## config.mk

```make
export PLATFORM = sky130hd
export DESIGN_NAME = handle_table_free_slot_reuse_unit
export DESIGN_NICKNAME = d
export VERILOG_FILES = /design/src/rtl/htfsr_pkg.sv /design/src/rtl/htfsr_free_fifo.sv /design/src/rtl/htfsr_entry_mem.sv /design/src/rtl/handle_table_free_slot_reuse_unit.sv
export VERILOG_INCLUDE_DIRS = /design/src /design/src/rtl
export SDC_FILE = /design/constraint.sdc
export NUM_CORES = 2
export LEC_CHECK = 0
export BUFFER_PORTS_ARGS = -buffer_cell sky130_fd_sc_hd__buf_2
export CAP_MARGIN = 20
export CORE_UTILIZATION = 30
export CTS_CLUSTER_DIAMETER = 30
export DETAILED_ROUTE_END_ITERATION = 8
export GPL_TIMING_DRIVEN = 0
export PLACE_DENSITY_LB_ADDON = 0.15
export SYNTH_ARGS = -nofsm -noshare
export SYNTH_HDL_FRONTEND = slang
export SYNTH_SLANG_ARGS = --single-unit
```

## constraint.sdc

```tcl
create_clock -name aclk -period 5.6 [get_ports aclk]
set_input_delay 0.84 -clock aclk [delete_from_list [all_inputs] [get_ports aclk]]
set_output_delay 0.84 -clock aclk [all_outputs]
set_load 0.03 [all_outputs]
```

## src/rtl/handle_table_free_slot_reuse_unit_defines.svh

```systemverilog
// ---------------------------------------------------------------------------
// handle table assertion macros
// shared concurrent assertion forms for the handle table rtl
// ---------------------------------------------------------------------------
`ifndef HANDLE_TABLE_FREE_SLOT_REUSE_UNIT_DEFINES_SVH
`define HANDLE_TABLE_FREE_SLOT_REUSE_UNIT_DEFINES_SVH

// same-cycle implication, disabled while reset is low
`define HTFSR_ASSERT_IMPLY(lbl, clk, rst_n, ante, cons, msg) \
    lbl: assert property (@(posedge clk) disable iff (!(rst_n)) (ante) |-> (cons)) \
        else $error(msg);

// next-cycle implication, disabled while reset is low
`define HTFSR_ASSERT_NEXT(lbl, clk, rst_n, ante, cons, msg) \
    lbl: assert property (@(posedge clk) disable iff (!(rst_n)) (ante) |=> (cons)) \
        else $error(msg);

`endif

```

## src/rtl/htfsr_pkg.sv

```systemverilog
`timescale 1ns / 1ps
// ---------------------------------------------------------------------------
// htfsr_pkg
// command and status codes and default sizes of the handle table
// ---------------------------------------------------------------------------
package htfsr_pkg;

    localparam int CAPACITY_DEF    = 64;
    localparam int VALUE_WIDTH_DEF = 32;

    localparam int CMD_W = 2;
    localparam int ST_W  = 2;

    localparam logic [CMD_W-1:0] CMD_ADD    = 2'd0;
    localparam logic [CMD_W-1:0] CMD_REMOVE = 2'd1;
    localparam logic [CMD_W-1:0] CMD_READ   = 2'd2;

    localparam logic [ST_W-1:0] ST_OK   = 2'd0;
    localparam logic [ST_W-1:0] ST_FULL = 2'd1;
    localparam logic [ST_W-1:0] ST_BAD  = 2'd2;

endpackage

```

## src/rtl/htfsr_free_fifo.sv

```systemverilog
`timescale 1ns / 1ps
`include "handle_table_free_slot_reuse_unit_defines.svh"
// ---------------------------------------------------------------------------
// htfsr_free_fifo
// fifo of freed slot indices with the head entry prefetched into a register
// ---------------------------------------------------------------------------
module htfsr_free_fifo
    import htfsr_pkg::*;
#(
    parameter int CAPACITY = CAPACITY_DEF,
    localparam int SLOT_W  = $clog2(CAPACITY),
    localparam int CNT_W   = $clog2(CAPACITY + 1)
) (
    input  logic              aclk,
    input  logic              aresetn,
    input  logic              push,
    input  logic [SLOT_W-1:0] push_slot,
    input  logic              pop,
    output logic [SLOT_W-1:0] head_slot,
    output logic [CNT_W-1:0]  count
);

    localparam logic [SLOT_W-1:0] LAST_PTR = SLOT_W'(CAPACITY - 1);
    localparam logic [CNT_W-1:0]  FULL_CNT = CNT_W'(CAPACITY);

    logic [SLOT_W-1:0] mem [CAPACITY];
    logic [SLOT_W-1:0] head_reg, head_next;
    logic [SLOT_W-1:0] tail_reg, tail_next;
    logic [CNT_W-1:0]  count_reg, count_next;
    logic [SLOT_W-1:0] qhead_reg;

    always_comb begin
        head_next = head_reg;
        if (pop) begin
            head_next = (head_reg == LAST_PTR) ? '0 : head_reg + SLOT_W'(1);
        end
        tail_next = tail_reg;
        if (push) begin
            tail_next = (tail_reg == LAST_PTR) ? '0 : tail_reg + SLOT_W'(1);
        end
        count_next = count_reg + CNT_W'(push) - CNT_W'(pop);
    end

    always_ff @(posedge aclk) begin
        if (!aresetn) begin
            head_reg  <= '0;
            tail_reg  <= '0;
            count_reg <= '0;
        end else begin
            head_reg  <= head_next;
            tail_reg  <= tail_next;
            count_reg <= count_next;
        end
    end

    // keep the head entry in a register; a push to a queue left empty bypasses
    always_ff @(posedge aclk) begin
        if (push) begin
            mem[tail_reg] <= push_slot;
        end
        if (push && (tail_reg == head_next)) begin
            qhead_reg <= push_slot;
        end else begin
            qhead_reg <= mem[head_next];
        end
    end

    assign head_slot = qhead_reg;
    assign count     = count_reg;

    `HTFSR_ASSERT_IMPLY(a_pop_nonempty, aclk, aresetn, pop, count_reg != '0,
                        "pop from empty free queue")
    `HTFSR_ASSERT_IMPLY(a_push_notfull, aclk, aresetn, push, count_reg != FULL_CNT,
                        "push into full free queue")
    `HTFSR_ASSERT_IMPLY(a_count_bound, aclk, aresetn, 1'b1, count_reg <= FULL_CNT,
                        "free count above capacity")

endmodule

```

## src/rtl/htfsr_entry_mem.sv

```systemverilog
`timescale 1ns / 1ps
// ---------------------------------------------------------------------------
// htfsr_entry_mem
// value store of the handle table, one write and one registered read port
// ---------------------------------------------------------------------------
module htfsr_entry_mem
    import htfsr_pkg::*;
#(
    parameter int CAPACITY    = CAPACITY_DEF,
    parameter int VALUE_WIDTH = VALUE_WIDTH_DEF,
    localparam int SLOT_W     = $clog2(CAPACITY)
) (
    input  logic                   aclk,
    input  logic                   wr_en,
    input  logic [SLOT_W-1:0]      wr_addr,
    input  logic [VALUE_WIDTH-1:0] wr_data,
    input  logic                   rd_en,
    input  logic [SLOT_W-1:0]      rd_addr,
    output logic [VALUE_WIDTH-1:0] rd_data
);

    logic [VALUE_WIDTH-1:0] mem [CAPACITY];
    logic [VALUE_WIDTH-1:0] rd_data_reg;

    always_ff @(posedge aclk) begin
        if (wr_en) begin
            mem[wr_addr] <= wr_data;
        end
        if (rd_en) begin
            rd_data_reg <= mem[rd_addr];
        end
    end

    assign rd_data = rd_data_reg;

endmodule

```

## src/rtl/handle_table_free_slot_reuse_unit.sv

```systemverilog
`timescale 1ns / 1ps
`include "handle_table_free_slot_reuse_unit_defines.svh"
// ---------------------------------------------------------------------------
// handle_table_free_slot_reuse_unit
// handle table with fifo reuse of freed slots
// ---------------------------------------------------------------------------
// One command is taken per clock (add, remove or read) unless held
// results back up the pipeline, and each gives one result: the table
// state (occupied bits, high-water mark, free queue pointers) is updated
// at the input transfer while the value store read is registered, and
// the result is formed from that read in an output register. An add reuses
// the oldest freed slot, else takes the next slot at the high-water mark,
// else reports full. Removing or reading a slot at or beyond the high-water
// mark, or removing a slot that is already free, reports a bad slot and
// changes nothing. The value store and the free queue are memories that
// need no clearing after reset; occupied bits are cleared by reset.
// ---------------------------------------------------------------------------
module handle_table_free_slot_reuse_unit
    import htfsr_pkg::*;
#(
    parameter int CAPACITY    = CAPACITY_DEF,
    parameter int VALUE_WIDTH = VALUE_WIDTH_DEF,
    localparam int SLOT_W     = $clog2(CAPACITY),
    localparam int CNT_W      = $clog2(CAPACITY + 1),
    localparam int S_DATA_W   = ((CMD_W + SLOT_W + VALUE_WIDTH + 7) / 8) * 8,
    localparam int M_DATA_W   = ((SLOT_W + VALUE_WIDTH + ST_W + 2 * CNT_W + 7) / 8) * 8
) (
    input  logic                aclk,
    input  logic                aresetn,
    input  logic                s_tvalid,
    output logic                s_tready,
    // cmd, slot_index, entry_value
    input  logic [S_DATA_W-1:0] s_tdata,
    output logic                m_tvalid,
    input  logic                m_tready,
    // given_slot, read_value, status, table_size, live_count
    output logic [M_DATA_W-1:0] m_tdata
);

    localparam logic [CNT_W-1:0] FULL_CNT = CNT_W'(CAPACITY);

    logic [CMD_W-1:0]       in_cmd;
    logic [SLOT_W-1:0]      in_idx;
    logic [VALUE_WIDTH-1:0] in_val;
    logic                   accept;

    logic [CAPACITY-1:0]    occ_reg, occ_next;
    logic [CNT_W-1:0]       hw_reg, hw_next;

    logic                   fifo_push, fifo_pop;
    logic [SLOT_W-1:0]      fifo_head;
    logic [CNT_W-1:0]       fifo_count;
    logic [CNT_W-1:0]       free_next;

    logic                   in_range, idx_occ;
    logic                   add_ok, rd_en;
    logic [SLOT_W-1:0]      add_slot;
    logic [ST_W-1:0]        res_status;
    logic                   res_hit;
    logic [VALUE_WIDTH-1:0] rd_data;

    logic                   st1_vld_reg;
    logic [SLOT_W-1:0]      st1_given_reg;
    logic [ST_W-1:0]        st1_status_reg;
    logic [CNT_W-1:0]       st1_size_reg;
    logic [CNT_W-1:0]       st1_live_reg;
    logic                   st1_hit_reg;
    logic                   st1_adv;

    logic                   out_vld_reg;
    logic [M_DATA_W-1:0]    out_data_reg;
    logic [VALUE_WIDTH-1:0] st1_value;

    assign in_cmd = s_tdata[CMD_W-1:0];
    assign in_idx = s_tdata[CMD_W +: SLOT_W];
    assign in_val = s_tdata[CMD_W + SLOT_W +: VALUE_WIDTH];

    assign st1_adv  = st1_vld_reg && (!out_vld_reg || m_tready);
    assign s_tready = !st1_vld_reg || !out_vld_reg || m_tready;
    assign accept   = s_tvalid && s_tready;

    // hw never exceeds capacity, so the range check also guards the occupied lookup
    assign in_range = CNT_W'(in_idx) < hw_reg;
    assign idx_occ  = in_range && occ_reg[in_idx];

    always_comb begin
        occ_next   = occ_reg;
        hw_next    = hw_reg;
        fifo_push  = 1'b0;
        fifo_pop   = 1'b0;
        add_ok     = 1'b0;
        add_slot   = '0;
        rd_en      = 1'b0;
        res_status = ST_OK;
        res_hit    = 1'b0;
        if (accept) begin
            case (in_cmd)
                CMD_ADD: begin
                    if (fifo_count != '0) begin
                        add_ok   = 1'b1;
                        add_slot = fifo_head;
                        fifo_pop = 1'b1;
                    end else if (hw_reg != FULL_CNT) begin
                        add_ok   = 1'b1;
                        add_slot = hw_reg[SLOT_W-1:0];
                        hw_next  = hw_reg + CNT_W'(1);
                    end else begin
                        res_status = ST_FULL;
                    end
                    if (add_ok) begin
                        occ_next[add_slot] = 1'b1;
                    end
                end
                CMD_REMOVE: begin
                    if (idx_occ) begin
                        occ_next[in_idx] = 1'b0;
                        fifo_push        = 1'b1;
                    end else begin
                        res_status = ST_BAD;
                    end
                end
                CMD_READ: begin
                    rd_en = 1'b1;
                    if (!in_range) begin
                        res_status = ST_BAD;
                    end
                    res_hit = idx_occ;
                end
                default: begin
                end
            endcase
        end
    end

    assign free_next = fifo_count + CNT_W'(fifo_push) - CNT_W'(fifo_pop);

    always_ff @(posedge aclk) begin
        if (!aresetn) begin
            occ_reg <= '0;
            hw_reg  <= '0;
        end else begin
            occ_reg <= occ_next;
            hw_reg  <= hw_next;
        end
    end

    htfsr_free_fifo #(
        .CAPACITY (CAPACITY)
    ) u_free_fifo (
        .aclk      (aclk),
        .aresetn   (aresetn),
        .push      (fifo_push),
        .push_slot (in_idx),
        .pop       (fifo_pop),
        .head_slot (fifo_head),
        .count     (fifo_count)
    );

    htfsr_entry_mem #(
        .CAPACITY    (CAPACITY),
        .VALUE_WIDTH (VALUE_WIDTH)
    ) u_entry_mem (
        .aclk    (aclk),
        .wr_en   (add_ok),
        .wr_addr (add_slot),
        .wr_data (in_val),
        .rd_en   (rd_en),
        .rd_addr (in_idx),
        .rd_data (rd_data)
    );

    // result stage 1: control fields, value comes from the registered store read
    always_ff @(posedge aclk) begin
        if (!aresetn) begin
            st1_vld_reg <= 1'b0;
        end else if (accept) begin
            st1_vld_reg <= 1'b1;
        end else if (st1_adv) begin
            st1_vld_reg <= 1'b0;
        end
    end

    always_ff @(posedge aclk) begin
        if (accept) begin
            st1_given_reg  <= add_slot;
            st1_status_reg <= res_status;
            st1_size_reg   <= hw_next;
            st1_live_reg   <= hw_next - free_next;
            st1_hit_reg    <= res_hit;
        end
    end

    assign st1_value = st1_hit_reg ? rd_data : '0;

    always_ff @(posedge aclk) begin
        if (!aresetn) begin
            out_vld_reg <= 1'b0;
        end else if (st1_adv) begin
            out_vld_reg <= 1'b1;
        end else if (m_tready) begin
            out_vld_reg <= 1'b0;
        end
    end

    always_ff @(posedge aclk) begin
        if (st1_adv) begin
            out_data_reg <= M_DATA_W'({st1_live_reg, st1_size_reg, st1_status_reg,
                                       st1_value, st1_given_reg});
        end
    end

    assign m_tvalid = out_vld_reg;
    assign m_tdata  = out_data_reg;

    `HTFSR_ASSERT_IMPLY(a_live_matches_occ, aclk, aresetn, 1'b1,
                        (CNT_W'($countones(occ_reg)) + fifo_count) == hw_reg,
                        "occupied bits disagree with live count")

endmodule

```

==> results.sh <==
export IMPL_status="finished, violations left"
export IMPL_violations="slew limit, setup timing"
export IMPL_portBuffers=99
export IMPL_drtPass1Iterations=6
export IMPL_fillers=29500
export IMPL_drt_wl_total_mm=465
export IMPL_finalCriticalPeriod_ns=5.80
export IMPL_synth_compound_area_share=0.116
export IMPL_numClockSinks=2639
export IMPL_r2r_cells=13
export IMPL_via_per_inst=5.84
export IMPL_drt_iter0_drc=10600
export IMPL_layout_nets=6544
export IMPL_ys_seq_elements=2639
export IMPL_ys_flop_type="edfxtp_1"
export IMPL_drive_gt1_frac=0.246
export IMPL_grt_use_total=0.274
export IMPL_postPlaceCellArea_sq_um=110000
export IMPL_yosysWarnings=0
export IMPL_max_slew_margin=-0.0148
export IMPL_grt_max_degree=73
export IMPL_setup_violations=11
export IMPL_cts_tree="built"
export IMPL_die_w_microns=574
export IMPL_fin_area_sq_um=130000
export IMPL_dp_hpwl_mm=323
export IMPL_period_share=1.04
export IMPL_powerDensity_nw_per_um2=452
export IMPL_grt_pass1_wl_mm=598
export IMPL_overflow=0
export IMPL_finalCoreUtilization=0.399
export IMPL_fmax_ghz=0.172
export IMPL_setup_slack_ns=-0.199
export IMPL_min_from="s_tdata[26]"
export IMPL_critPathSlowestCell="a21oi_1"
export IMPL_cts_buffers=551
export IMPL_path_buf_inv=8
export IMPL_yosys_area_share_simple=0.0392
export IMPL_h_tree_depth=6
export IMPL_min_path_cells=1
export IMPL_holdBufCountCts=0
export IMPL_initial_core_util=0.302
export IMPL_row_count=209
export IMPL_die_y_microns=574
export IMPL_swShare=0.237
export IMPL_netlist_area_sq_um=98200
export IMPL_cts_path_max_buffers=4
export IMPL_core_sq_um=325000
export IMPL_power_frac_comb=0.062
export IMPL_largest_register_ffs=2048
export IMPL_synth_mux_area_fraction=0.0251
export IMPL_clkTransAtPathRegs_ns=0.04
export IMPL_dieArea_sq_um=330000
export IMPL_final_cell_mix="edfxtp_1, a22oi_1, clkbuf_16"
export IMPL_drt_antenna_violating_nets=0
export IMPL_fin_worst_skew_ns=0.0700
export IMPL_synth_cells=5451
export IMPL_synth_edff_count=2541
export IMPL_ys_seq_area_frac=0.797
export IMPL_netlist_cell_type_count=89
export IMPL_cell_internal_pwr_mw=44.7
export IMPL_crit_fanout=49
export IMPL_synthArstFlopShare=0
export IMPL_synthTopCellsByArea="edfxtp_1, a22oi_1, dfxtp_1, mux4_2, nand4_1"
export IMPL_num_vias=65800
export IMPL_synth_top_family_by_area="compound AO/OA/AOI/OAI gates"
export IMPL_yosys_area_top_type="edfxtp_1"
export IMPL_syn_mean_instance_area_sq_um=18.0
export IMPL_cp_end_kind="flop"
export IMPL_slew_violations=1
export IMPL_routedWlPerCell_microns=41.3
export IMPL_io_pins=102
export IMPL_critPathArrivalTime_ns=6.36
export IMPL_cp_start_kind="input port"
export IMPL_syn2layout_area_growth_pct=32.0
export IMPL_cts_root_buf="clkbuf_16"
export IMPL_irDropWorstVdd_uv=305
export IMPL_cp_top_family="buffers and inverters"
export IMPL_final_hold_viol_count=0
export IMPL_synth_top_area_share=0.777
export IMPL_required_ns=6.16
export IMPL_cap_violations=0
export IMPL_layout_commonest_cell="edfxtp_1"
export IMPL_slowest_delay_ns=0.76
export IMPL_synth_xor_area_frac=0.00152
export IMPL_hold_path_class="input port to flop"
export IMPL_timing_hold_ws_ns=0.0892
export IMPL_rsz0062_at_grt="false"
export IMPL_insertion_delay_ns=1.04
export IMPL_antenna_found_initial=43
export IMPL_route_detailed_drc=0
export IMPL_routabilityCongestion=0.920
export IMPL_p_leak_nw=41.7
export IMPL_critical_path_class="input port to flop"
export IMPL_synthAdderAreaFrac=0.00359
export IMPL_p_seq_frac=0.376
export IMPL_max_slew_worst_pin_slew_ns=1.52
export IMPL_clkPwrFrac=0.562
export IMPL_whs_endpoint="u_entry_mem.mem[20][18]"
export IMPL_rr_endpoint="u_entry_mem.mem[38][15]"
export IMPL_reg2reg_slack_ns=0.01
export IMPL_cp_cell_sequence="buf_6, buf_12, buf_2, clkbuf_1, nor3_1, clkbuf_2, clkbuf_1, buf_8, clkbuf_2, a22oi_1, a31oi_1, a21oi_1, nand4_1"
export IMPL_p_switching_mw=13.8
export IMPL_grt_pass1_vias=61800
-- power groups by stage --
| stage | clock network, mW | registers, mW | logic (mW) |
|---|---|---|---|
| 5_1_grt | 34.0 | 22.0 | 3.72 |
| 2_1_floorplan | 0 | 22.4 | 1.42 |
| 4_1_cts | 33.0 | 22.0 | 3.56 |
| 3_3_place_gp | 0 | 22.4 | 3.19 |
| 6_report | 32.9 | 22.0 | 3.66 |
| 3_5_place_dp | 0 | 22.3 | 3.51 |
-- synth_stat cells (4+ instances only) --
cell type  number
a211oi_1        7
a21boi_0       14
a21o_1         11
a21oi_1       132
a221oi_1      147
a22o_1        148
a22oi_1       803
a31oi_1       102
a32o_1         47
a32oi_1         4
a41oi_1         4
and2_1         47
and3_1         20
buf_1          39
buf_2          36
buf_4          16
buf_6           6
clkbuf_1      287
dfxtp_1        98
edfxtp_1     2541
ha_1           25
inv_1          35
mux2_2         15
mux2i_1        88
mux4_2         63
nand2_1        59
nand2b_1       12
nand3_1        78
nand3b_1        5
nand4_1       219
nor2_1        121
nor2b_1        12
nor3_1         39
nor4_1         29
o21a_1         17
o21ai_0        17
o21bai_1        5
or2_2           5
xnor2_1        15
-- final cells by class --
cell class	instances	area, sq um	area share
inverters	37	139	0.00107
flip-flops and latches	2639	78300	0.604
repair buffers	473	6400	0.0494
multi-input cells	2392	18900	0.146
plain buffers	379	1730	0.0133
clock inverters	356	4230	0.0326
well taps	4325	5410	0.0418
clock buffers	645	14400	0.111
diodes	19	47.5	0.000367
-- metal layers --
layer,share of wire,vias to the layer above,GRT usage
met5,0.00078,-,0.00387
met2,0.44,4758,0.416
li1,-,25300,-
met4,0.070,16,0.171
met1,0.38,34700,0.354
met3,0.11,1016,0.0656
-- worst reg2reg max path, cell delays in order, from the launching register on --
cell,delay (ns)
dfxtp_1,0.30
buf_4,0.21
buf_4,0.33
and2_0,0.60
buf_2,0.45
a22oi_1,0.13
and3_1,0.28
a211oi_1,0.60
o211a_1,0.23
buf_2,0.33
and2b_1,0.34
nand2_1,0.53
nor2_4,0.64
buf_12,0.28
-- worst max-delay path by stage --
stage / cells after the start / end / start
after floorplan: 10 / u_entry_mem.mem[31][0] / m_tready
after global placement: 11 / u_entry_mem.mem[58][7] / flop
after detailed placement: 12 / u_entry_mem.rd_data[15] / s_tdata[2]
after CTS: 15 / u_entry_mem.mem[6][12] / flop
after global routing: 12 / u_entry_mem.mem[44][10] / flop
final: 13 / u_entry_mem.rd_data[29] / s_tdata[3]
-- kinds of logic after synthesis --
group | count (synthesis)
and+or+nand+nor | 684
other | 1
adders and majority gates | 27
xor gates and xnor gates | 17
AOI/OAI and AO/OA | 1496
DFF | 2639
muxes | 166
buffers and inverters | 421
-- metrics by stage --
stage	setup TNS [ns]	power [mW]	worst slack, ns	instances
after floorplan	0	23.8	0.0930	5452
final	-0.767	58.5	-0.199	11300
after global placement	-7410.41	25.6	-5.87	9876
after detailed placement	-395.32	25.9	-2.21	10200
after CTS	0	58.6	0.000902	11200
after global routing	0	59.7	0.00732	11200
-- repair_timing --
action | CTS | global route
pin swaps | 15 | 6
resized for setup | 25 | 18
endpoints found under the setup margin | 470 | 139
buffers inserted | 30 | 16
Power figures use the tool's default switching activity.
